[config.mk]
export PLATFORM = sky130hd
export DESIGN_NAME = hierarchical_timer_wheel
export DESIGN_NICKNAME = d
export VERILOG_FILES = /design/src/rtl/htw_pkg.sv /design/src/rtl/hierarchical_timer_wheel.sv
export VERILOG_INCLUDE_DIRS = /design/src /design/src/rtl
export SDC_FILE = /design/constraint.sdc
export NUM_CORES = 2
export LEC_CHECK = 0
export BUFFER_PORTS_ARGS = -buffer_cell sky130_fd_sc_hd__buf_2
export CAP_MARGIN = 10
export CORE_MARGIN = 2
export CORE_UTILIZATION = 43
export CTS_BUF_LIST = sky130_fd_sc_hd__clkbuf_16
export CTS_CLUSTER_DIAMETER = 60
export DETAILED_ROUTE_END_ITERATION = 8
export PLACE_DENSITY = 0.67
export REMOVE_ABC_BUFFERS = 1
export SLEW_MARGIN = 20
export SYNTH_ARGS = -nofsm -noshare
export SYNTH_HDL_FRONTEND = slang
export SYNTH_SLANG_ARGS = --single-unit
export TNS_END_PERCENT = 30
[constraint.sdc]
create_clock -name clock -period 14.09 [get_ports clock]
set_input_delay 0.7045 -clock clock [delete_from_list [all_inputs] [get_ports clock]]
set_output_delay 0.7045 -clock clock [all_outputs]
set_load 0.01 [all_outputs]
[src/rtl/hierarchical_timer_wheel_assert.svh]
// Assertion macros shared by the timer wheel RTL.
// Depends on nothing; included inside module bodies.
`ifndef HIERARCHICAL_TIMER_WHEEL_ASSERT_SVH
`define HIERARCHICAL_TIMER_WHEEL_ASSERT_SVH
// Implication checked on every clock edge outside reset.
`define HTW_ASSERT_IMP(label, clk, rst, ante, cons, msg) \
   label: assert property (@(posedge clk) disable iff (rst) (ante) |-> (cons)) \
      else $error(msg);
// Next-cycle implication checked outside reset.
`define HTW_ASSERT_NEXT(label, clk, rst, ante, cons, msg) \
   label: assert property (@(posedge clk) disable iff (rst) (ante) |=> (cons)) \
      else $error(msg);
`endif

[src/rtl/htw_pkg.sv]
// Types and result codes of the hierarchical timer wheel.
// Depends on nothing.
package htw_pkg;
   localparam logic [1:0] MODE_ADD    = 2'd0;
   localparam logic [1:0] MODE_DELETE = 2'd1;
   localparam logic [1:0] MODE_TICK   = 2'd2;

   localparam logic [2:0] KIND_DONE     = 3'd0;
   localparam logic [2:0] KIND_EXPIRED  = 3'd1;
   localparam logic [2:0] KIND_REJECTED = 3'd2;
   localparam logic [2:0] KIND_NONE     = 3'd3;
   localparam logic [2:0] KIND_IDLE     = 3'd4;

   typedef struct packed {
      logic [1:0]  mode;
      logic [5:0]  timer_id;
      logic [23:0] delay_ticks;
   } req_type;

   typedef struct packed {
      logic [2:0] kind;
      logic [5:0] expired_id;
      logic       is_last;
   } rsp_type;
endpackage

[src/rtl/hierarchical_timer_wheel.sv]
// Top level of the hierarchical timer wheel: sequencer, entry memory and
// result register. Depends on htw_pkg and hierarchical_timer_wheel_assert.svh.
//
//  channel | dir | payload  | handshake
//  req     | in  | req_type | req_valid / req_stall
//  rsp     | out | rsp_type | rsp_valid / rsp_stall
//
// An add or delete registers its result when it is accepted, and the next
// transaction goes in once that result is taken. A tick scans the pool once
// for level 0 and once more for every cascaded level: each entry is read
// (S_RD) and evaluated (S_EVAL), each expired timer passes through S_SEND,
// and S_NEXTLVL moves up a level. Entries are read one at a time through
// the single read port of the entry memory. Reset is synchronous and clears
// the busy bits, slot pointers and tick counter. Each result waits in the
// output register while rsp_stall is high; the scan holds when a further
// expiry finds it still occupied.
module hierarchical_timer_wheel #(
   parameter int NUM_LEVELS = 4,
   parameter int LEVEL_BITS = 6,
   parameter int POOL_SIZE  = 64
) (
   input  logic             clock,
   input  logic             reset,
   input  logic             req_valid,
   output logic             req_stall,
   input  htw_pkg::req_type req_data,
   output logic             rsp_valid,
   input  logic             rsp_stall,
   output htw_pkg::rsp_type rsp_data
);
   import htw_pkg::*;
   `include "hierarchical_timer_wheel_assert.svh"

   localparam int LW = (NUM_LEVELS > 1) ? $clog2(NUM_LEVELS) : 1;
   localparam int IW = $clog2(POOL_SIZE);
   localparam logic [IW-1:0] LAST_ID = IW'(POOL_SIZE - 1);

   typedef enum logic [2:0] {
      S_IDLE, S_RD, S_EVAL, S_SEND, S_NEXTLVL, S_EMPTY
   } state_type;

   state_type state_ff;
   logic [LEVEL_BITS-1:0] pos_ff [NUM_LEVELS];
   logic [POOL_SIZE-1:0]  busy_ff;
   logic [31:0]           now_ff;
   logic [LW-1:0]         lvl_ff;
   logic [IW-1:0]         idx_ff;
   logic [LEVEL_BITS-1:0] cur_ff;
   logic                  wrap_ff;
   logic                  any_ff;
   logic                  rv_ff;
   rsp_type               rsp_ff;
   logic [IW-1:0]         pend_id_ff;

   // Entry memory: level, slot and deadline packed per entry.
   logic [LW+LEVEL_BITS+31:0] mem [POOL_SIZE];
   logic [LW+LEVEL_BITS+31:0] rd_ff;
   logic                      we;
   logic [IW-1:0]             waddr;
   logic [LW+LEVEL_BITS+31:0] wdata;

   // Placement of a tick count; shared by add and cascade.
   logic [31:0]           pl_ticks;
   logic                  pl_ok;
   logic [LW-1:0]         pl_lvl;
   logic [LEVEL_BITS-1:0] pl_slot;

   always_comb begin
      logic [31:0] steps;
      pl_ok   = 1'b0;
      pl_lvl  = '0;
      pl_slot = '0;
      steps   = '0;
      for (int l = NUM_LEVELS - 1; l >= 0; l--) begin
         if (LEVEL_BITS * (l + 1) >= 32 || (pl_ticks >> (LEVEL_BITS * (l + 1))) == 0) begin
            pl_ok  = 1'b1;
            pl_lvl = LW'(l);
            steps  = pl_ticks >> (LEVEL_BITS * l);
            if (l == 0)
               pl_slot = pos_ff[0] + steps[LEVEL_BITS-1:0];
            else
               pl_slot = pos_ff[l] + steps[LEVEL_BITS-1:0] - 1'b1;
         end
      end
   end

   logic [LW-1:0]         rd_lvl;
   logic [LEVEL_BITS-1:0] rd_slot;
   logic [31:0]           rd_dl;
   logic [31:0]           left;
   logic                  hit;
   logic                  due;
   logic                  expire;
   logic                  out_free;
   logic                  rsp_load;
   assign {rd_lvl, rd_slot, rd_dl} = rd_ff;
   assign left = rd_dl - now_ff;
   assign hit  = busy_ff[idx_ff] && rd_lvl == lvl_ff && rd_slot == cur_ff;
   assign due  = left == 32'd0 || left[31];
   // Expire on level 0, when due, or when the remaining ticks fit no level.
   assign expire = hit && (lvl_ff == '0 || due || !pl_ok);

   always_comb begin
      pl_ticks = (state_ff == S_IDLE) ? 32'(req_data.delay_ticks) : left;
      we    = 1'b0;
      waddr = idx_ff;
      wdata = {pl_lvl, pl_slot, left};
      if (state_ff == S_IDLE && req_valid && !rv_ff && req_data.mode == MODE_ADD &&
          pl_ok && 32'(req_data.timer_id) < 32'(POOL_SIZE)) begin
         we    = 1'b1;
         waddr = req_data.timer_id[IW-1:0];
         wdata = {pl_lvl, pl_slot, now_ff + 32'(req_data.delay_ticks)};
      end else if (state_ff == S_EVAL && hit && !expire) begin
         we    = 1'b1;
         wdata = {pl_lvl, pl_slot, rd_dl};
      end
   end

   always_ff @(posedge clock) begin
      if (we) mem[waddr] <= wdata;
      rd_ff <= mem[idx_ff];
   end

   assign req_stall = state_ff != S_IDLE || rv_ff;
   assign rsp_valid = rv_ff;
   assign rsp_data  = rsp_ff;

   // The output register is free when empty or when its transaction is taken now.
   assign out_free = !rv_ff || !rsp_stall;
   assign rsp_load = (state_ff == S_IDLE && req_valid && !rv_ff &&
                      (req_data.mode == MODE_ADD || req_data.mode == MODE_DELETE)) ||
                     (state_ff == S_SEND && any_ff && out_free) ||
                     (state_ff == S_EMPTY && out_free);

   always_ff @(posedge clock) begin
      if (reset) begin
         state_ff <= S_IDLE;
         busy_ff  <= '0;
         now_ff   <= '0;
         rv_ff    <= 1'b0;
         for (int l = 0; l < NUM_LEVELS; l++) pos_ff[l] <= '0;
      end else begin
         if (rv_ff && !rsp_stall && !rsp_load) rv_ff <= 1'b0;
         unique case (state_ff)
            S_IDLE: begin
               if (req_valid && !rv_ff) begin
                  unique case (req_data.mode)
                     MODE_ADD: begin
                        rv_ff <= 1'b1;
                        rsp_ff.expired_id <= req_data.timer_id;
                        rsp_ff.is_last <= 1'b1;
                        if (32'(req_data.timer_id) < 32'(POOL_SIZE) && pl_ok) begin
                           busy_ff[req_data.timer_id[IW-1:0]] <= 1'b1;
                           rsp_ff.kind <= KIND_DONE;
                        end else rsp_ff.kind <= KIND_REJECTED;
                     end
                     MODE_DELETE: begin
                        rv_ff <= 1'b1;
                        rsp_ff.expired_id <= req_data.timer_id;
                        rsp_ff.is_last <= 1'b1;
                        if (32'(req_data.timer_id) < 32'(POOL_SIZE) &&
                            busy_ff[req_data.timer_id[IW-1:0]]) begin
                           busy_ff[req_data.timer_id[IW-1:0]] <= 1'b0;
                           rsp_ff.kind <= KIND_DONE;
                        end else rsp_ff.kind <= KIND_IDLE;
                     end
                     MODE_TICK: begin
                        now_ff  <= now_ff + 32'd1;
                        cur_ff  <= pos_ff[0];
                        pos_ff[0] <= pos_ff[0] + 1'b1;
                        wrap_ff <= &pos_ff[0];
                        lvl_ff  <= '0;
                        idx_ff  <= '0;
                        any_ff  <= 1'b0;
                        state_ff <= S_RD;
                     end
                     default: ;
                  endcase
               end
            end
            S_RD: state_ff <= S_EVAL;
            S_EVAL: begin
               if (expire) begin
                  busy_ff[idx_ff] <= 1'b0;
                  state_ff <= S_SEND;
               end else if (idx_ff == LAST_ID) state_ff <= S_NEXTLVL;
               else begin
                  idx_ff <= idx_ff + 1'b1;
                  state_ff <= S_RD;
               end
            end
            S_SEND: begin
               // Hold the newest expired id back and send the one before it,
               // so the last of the tick can carry is_last.
               if (!any_ff || out_free) begin
                  if (any_ff) begin
                     rv_ff <= 1'b1;
                     rsp_ff <= '{KIND_EXPIRED, 6'(pend_id_ff), 1'b0};
                  end
                  pend_id_ff <= idx_ff;
                  any_ff <= 1'b1;
                  if (idx_ff == LAST_ID) state_ff <= S_NEXTLVL;
                  else begin
                     idx_ff <= idx_ff + 1'b1;
                     state_ff <= S_RD;
                  end
               end
            end
            S_NEXTLVL: begin
               if (wrap_ff && 32'(lvl_ff) < NUM_LEVELS - 1) begin
                  cur_ff  <= pos_ff[lvl_ff + 1'b1];
                  pos_ff[lvl_ff + 1'b1] <= pos_ff[lvl_ff + 1'b1] + 1'b1;
                  wrap_ff <= &pos_ff[lvl_ff + 1'b1];
                  lvl_ff  <= lvl_ff + 1'b1;
                  idx_ff  <= '0;
                  state_ff <= S_RD;
               end else state_ff <= S_EMPTY;
            end
            S_EMPTY: begin
               // Send the held expiry as the last one, or the empty-tick result.
               if (out_free) begin
                  rv_ff <= 1'b1;
                  if (any_ff) rsp_ff <= '{KIND_EXPIRED, 6'(pend_id_ff), 1'b1};
                  else rsp_ff <= '{KIND_NONE, 6'd0, 1'b1};
                  state_ff <= S_IDLE;
               end
            end
            default: state_ff <= S_IDLE;
         endcase
      end
   end

   `HTW_ASSERT_IMP(a_no_accept_busy, clock, reset, state_ff != S_IDLE, req_stall, "accept while busy")
   `HTW_ASSERT_NEXT(a_tick_counts, clock, reset, req_valid && !req_stall && req_data.mode == MODE_TICK, now_ff == $past(now_ff) + 32'd1, "tick count")
   `HTW_ASSERT_IMP(a_last_exp, clock, reset, state_ff == S_SEND, !(rv_ff && rsp_ff.kind == KIND_NONE), "empty mark mid tick")
endmodule
* Word level (Yosys, flattened, before mapping) *
Memories as Yosys holds them, arrays and structs flattened. A register that Yosys moved wholly into a read port is not among the register bits.
Cells that the tools add are included.

word-level totals
  memories kept = 2
  register bits after elaboration = 132
  logic and storage cells = 218
  memory bits (writable) = 2584
  input bits = 36
  output and inout port bits = 12

memories
  memory  words  bits a word  read ports  clocked after memory_dff  write ports  RTL line                        RTL
  mem     64     40           1           1                         1            hierarchical_timer_wheel.sv:56  logic [LW+LEVEL_BITS+31:0] mem [POOL_SIZE];
  pos_ff  4      6            5           0                         4            hierarchical_timer_wheel.sv:43  logic [LEVEL_BITS-1:0] pos_ff [NUM_LEVELS];

cells by class
  eq/ne operators = 21
  order comparisons = 5
  muxes and demuxes = 96
  bitwise operators = 7
  reduce and logical (&&, ||, !) cells = 60
  add/sub/neg operators = 14

operators by type and width
  cell                                                                count
  64-bit two-way mux                                                  4
  64-bit case mux with 2 select lines                                 2
  32-bit zero test                                                    5
  64-bit bitwise AND                                                  2
  64-bit inverter                                                     2
  32-bit two-way mux                                                  3
  6-bit two-way mux                                                   16
  64-bit bitwise OR                                                   1
  10-bit two-way mux                                                  4
  1-bit two-way mux                                                   36
  32-bit by 1-bit adder with 32-bit output, second input constant     1
  32-bit by 24-bit adder with 32-bit output                           1
  32-bit subtractor                                                   1
  10-bit case mux with 3 select lines                                 1
  6-bit adder                                                         4
  3-bit two-way mux                                                   8
  6-bit case mux with 4 select lines                                  1
  10-bit case mux with 2 select lines                                 1
  1-bit logical AND                                                   19
  6-bit by 1-bit adder with 6-bit output, second input constant       3
  2-bit two-way mux                                                   9
  3-bit case mux with 6 select lines                                  1
  6-bit AND reduction                                                 3
  6-bit by 1-bit subtractor with 6-bit output, second input constant  3
  other kinds (39)                                                    72

* Logic depth before layout (Yosys ltp) *
  depth in word-level cells = 16
  mapped depth = 23
  gate-level depth less buffers = 23

* Worst setup path after synthesis *
OpenSTA, ideal clock, no wires.

  kind = reg2reg
  from = register now_ff[0]
  to = memory mem[0][0] (netlist name), data pin
  period minus slack after synthesis = 6750 ps
  required time = 13368 ps
  path buffers = 1
  data arrival time = 6028 ps
  slack = 7340 ps
  library setup time = 722 ps
  cell stages (with the launch flop) = 15
  cell sequence = dfxtp_1 -> ha_1 -> inv_1 -> fa_1 -> a211oi_2 -> nor4b_4 -> o21a_1 -> o211a_1 -> or4_1 -> nand3_1 -> o2111a_1 -> and4bb_4 -> clkbuf_1 -> nor2_1 -> a211oi_1

between the ends
  word-level cells in the longest chain between the ends = 14
  elaborated cells between the ends (all ways) = 22
  classes of those cells = add/sub (2); mux (7); reduce/logical (13)

ends and longest elaborated chain
  element                          RTL line                         RTL
  start: declaration               hierarchical_timer_wheel.sv:45   logic [31:0] now_ff;
  start signal: assignment         hierarchical_timer_wheel.sv:168  now_ff <= now_ff + 32'd1;
  32-bit subtractor                hierarchical_timer_wheel.sv:97   assign left = rd_dl - now_ff;
  32-bit two-way mux               hierarchical_timer_wheel.sv:104  pl_ticks = (state_ff == S_IDLE) ? 32'(req_data.delay_ticks) : left;
  32-bit zero test                 hierarchical_timer_wheel.sv:75   if (LEVEL_BITS * (l + 1) >= 32 || (pl_ticks >> (LEVEL_BITS * (l + 1))) == 0) begin
  1-bit two-way mux (4 in series)  hierarchical_timer_wheel.sv:75
  1-bit zero test                  hierarchical_timer_wheel.sv:101  assign expire = hit && (lvl_ff == '0 || due || !pl_ok);
  1-bit logical OR                 hierarchical_timer_wheel.sv:101
  1-bit logical AND                hierarchical_timer_wheel.sv:101
  1-bit zero test                  hierarchical_timer_wheel.sv:113  end else if (state_ff == S_EVAL && hit && !expire) begin
  1-bit logical AND                hierarchical_timer_wheel.sv:113
  32-bit two-way mux               hierarchical_timer_wheel.sv:113
  32-bit two-way mux (*)           hierarchical_timer_wheel.sv:108  if (state_ff == S_IDLE && req_valid && !rv_ff && req_data.mode == MODE_ADD &&
  net wdata[0]                     hierarchical_timer_wheel.sv:60   logic [LW+LEVEL_BITS+31:0] wdata;
  end: declaration                 hierarchical_timer_wheel.sv:56

The timed path passes the listed nets; every way through them passes the cells marked *.

* Worst setup path after layout *
  from = register now_ff[0]
  to = memory mem[59][34] (netlist name) (enable)

between the ends
  word-level cells in the longest chain between the ends = 16
  elaborated cells between the ends (all ways) = 24
  classes of those cells = add/sub (1); mux (10); reduce/logical (13)

ends and longest elaborated chain
  element                                  RTL line                         RTL
  32-bit subtractor (*)                    hierarchical_timer_wheel.sv:97
  32-bit two-way mux                       hierarchical_timer_wheel.sv:104
  32-bit zero test                         hierarchical_timer_wheel.sv:75
  1-bit two-way mux (4 in series)          hierarchical_timer_wheel.sv:75
  1-bit zero test                          hierarchical_timer_wheel.sv:101
  1-bit logical OR                         hierarchical_timer_wheel.sv:101
  1-bit logical AND                        hierarchical_timer_wheel.sv:101
  1-bit zero test                          hierarchical_timer_wheel.sv:113
  1-bit logical AND                        hierarchical_timer_wheel.sv:113
  1-bit two-way mux                        hierarchical_timer_wheel.sv:113
  1-bit two-way mux                        hierarchical_timer_wheel.sv:108
  1-bit two-way mux                        hierarchical_timer_wheel.sv:120  if (we) mem[waddr] <= wdata;
  1-bit two-way mux (not written as such)  hierarchical_timer_wheel.sv:120

Mark *: on every way between the ends. The rest lies on a longest branch, timed or not.

==> results by group <==
Clock network
  • Worst-Skew Late Latency: 0.97 ns
  • Root Buffer: clkbuf_16
  • H-tree depth: 5
  • Post-CTS sizing: 0
  • Clock transition at path regs: roughly 0.06 ns
  • Clock Tree Buf Depth: 4
  • Clock buffer count from CTS: 297
  • CTS sink count: 2,756
  • CTS tree: done
  • Setup repair bufs after CTS: 0
  • Cts hold-fix bufs: 0

Timing
  • Endpoints failing hold: 0
  • Fin crit share: 0.4672
  • RSZ-0062 raised after global routing: no
  • Sum Neg Setup Slack: 0 ns
  • # setup viols final: 0
  • Max Slew Vio Count: 0
  • Final Skew: about 0.085 ns
  • Fmax: roughly 150 MHz
  • Period minus WS final: roughly 6.6 ns
  • Worst Tran Pin Value: 1.309 ns
  • Worst relative slew slack: 0.1198

Detailed routing
  • Routed wire length: between 300,000 and 400,000 um
  • TritonRoute pass-1 iters: 9
  • Wire length per cell: 33.96 um
  • Vias: 71,030
  • Routed vias/inst: around 6.6
  • # DRC: 0
  • Number of routed nets with antenna violations: 0
  • Starting DRC count in detailed routing: between 10,000 and 15,000

Job
  • Max_cap viols: 0

Power
  • Static leakage: 37.81 nW
  • Sequential share of power: 0.520
  • Internal: 0.01396 W
  • Pwr/cell area: 148.8 nW/um2
  • Sw power: 0.004434 W
  • Clock share of power: 0.392
  • Comb power frac: 0.088
  • Sw frac: 0.2411
  • Peak supply drop: 100.2 uV
  • Pwr Total: ~0.018 W

Critical path
  • Critical path data arrival time: 7.13 ns
  • Critical path type: flop to flop
  • Crit Path Max Fanout: 24
  • Worst Setup Start Kind: flop
  • Endpoint class of the critical path: flop
  • Critical path required time: approximately 15 ns

Global route
  • Overall Global Routing Usage: 0.2746
  • GRT overflow: 0
  • First-pass GRT wire length: 509,100 um
  • Initial antenna violation count: 23
  • Vias in the first global route: 66,630
  • Largest net degree at the start of global routing: between 90 and 100

Logic synthesis
  • Largest area contributor in the netlist: edfxtp_1
  • Area contributors post-synth: edfxtp_1 (72%), a22oi_1 (6.3%), dfxtp_1 (2.6%)
  • Mapped Cells: 7,040
  • Most common cell in the netlist: edfxtp_1
  • Share of the synthesized area in the top cell type: 0.7180
  • Register area share after synthesis: 0.7436
  • Count of cell types in the netlist: 89
  • Asr flop ratio synth: 0
  • EDFF count, synth: about 2,600
  • Seq cells post-synth: 2,756
  • Cell area after synthesis: 109,400 um2
  • Yosys warns: 0
  • Ys flop type: edfxtp_1
  • Most instantiated cells after synthesis: edfxtp_1 (2,616), a22oi_1 (920), clkbuf_1 (371), nor2_1 (342)
  • Syn avg cell area: 15.54 um2

Floorplan
  • Die width: 508.4 um
  • Initial Util: 0.4316
  • Chip height: 508.4 um
  • # IOs: 48
  • Row Count: 185
  • Die ar.: 258,500 um2
  • Core box area: 253,500 um2

Final layout
  • Share of layout cells above drive strength 1: 0.1229
  • Nets: just over 7,000
  • FF/Latch Area: ~81,000 um2
  • Non-Filler Instances: 10,700
  • Multi-input logic area: 26,480 um2
  • Syn-to-layout area delta: 12.98%
  • Filler instances: ~21,000

Placed design
  • Dpl hpwl: 215,700 um
  • Inst Count DP: 10,180
  • Gpl congestion: 0.9320
  • Port buffer count: 47

Hold path
  • Hold Crit Class: input port to flop

Status
  • Status: finished clean
==> state kept, by name, summed over array words and instances (netlist names), named ones only <==
name and count:
rsp_valid 1, any_ff 1, rsp_data 10, pos_ff 24, state_ff 3, rd_ff 40, wrap_ff 1, mem 2560
idx_ff 6, now_ff 32, pend_id_ff 6, lvl_ff 2, cur_ff 6
==> critical path, cell delays in order, from the launching register on <==
cell      delay (ns)
dfxtp_1         0.45
ha_1            0.25
inv_1           0.07
fa_1            0.43
a211oi_2        0.41
nor4b_4         0.12
o21ai_1         0.41
a211oi_1        0.17
a211oi_1        0.28
xor2_1          0.56
o2111a_1        0.48
and2_1          0.18
buf_4           0.23
nand4_1         0.24
buf_4           0.34
a21oi_4         0.91
buf_4           0.57
==> path summary, 6_finish.rpt <==
| check | start | endpoint | slack [ns] | depth (start not counted) |
|---|---|---|---|---|
| worst min-delay path | rsp_stall | rsp_valid | 0.19 | 3 |
| worst min register to register | flop | flop | 0.49 | 2 |
| worst max register to register | now_ff[0] | mem[59][34] | 7.51 | 16 |
| worst max-delay path | now_ff[0] | mem[59][34] | 7.51 | 16 |
==> power by group through the flow <==
stage | sequential, W | combinational [W] | clock [W]
2_1_floorplan | 0.00978 | 0.000775 | 0
3_5_place_dp | 0.00974 | 0.00158 | 0
5_1_grt | 0.00956 | 0.00168 | 0.00754
3_3_place_gp | 0.00974 | 0.00154 | 0
4_1_cts | 0.00957 | 0.00158 | 0.00722
6_report | 0.00957 | 0.00162 | 0.00720
==> metal layers <==
metal  routed length, um  global-route usage
met5                 125                   0
met4               23830              0.1562
met3               45490             0.06305
met2              163700              0.4179
met1              130200              0.3630
==> layout by cell type (no fill, tap or decap), types with 72 or more instances in the layout <==
master,count
o21ai_0,175
clkbuf_16,304
edfxtp_1,2616
buf_4,212
nand3_1,112
a221oi_1,253
inv_1,252
clkinv_1,72
a21oi_1,235
nor2_1,284
dfxtp_1,140
nand2_1,135
xnor2_1,77
nand4_1,112
a22o_1,231
a22oi_1,919
a31oi_1,225
ha_1,93
==> metrics by stage <==
step,util,area [um2],setup WS (ns),hold WS [ns]
floorplan,-,107400,-8.161,0.4487
global placement,0.4525,114700,7.602,0.4754
detailed placement,0.4526,114700,7.500,0.4817
CTS,0.4875,123600,7.481,0.1376
global route,0.4876,123600,7.332,0.2108
finish,0.4877,123600,7.507,0.1942
==> area by class of cell <==
cell class                      count  share of cell area
Inverter                          182            0.005527
Timing Repair Buffer              267             0.01620
Multi-Input combinational cell   3609              0.2142
Sequential cell                  2756              0.6582
Clock buffer                      304             0.06154
Clock inverter                    204             0.01000
Antenna cell                       12           0.0002429
Tap cell                         3366             0.03407
==> cells by family (layout without fill, tap and decap cells) <==
group                    after synthesis  in the layout  share of synthesized area
buffers and inverters                675            957                    0.02428
AO/OA/AOI/OAI                       2364           2364                     0.1610
AND/OR/NAND/NOR                      998            998                    0.04541
XOR/XNOR                             111            111                   0.008886
multiplexers                          37             37                   0.005078
adder cells (fa/ha/maj)               99             99                    0.01173
other                                  0             12                          0
flip-flops                          2756           2756                     0.7436
No activity file was read; power rests on OpenSTA's default activity.
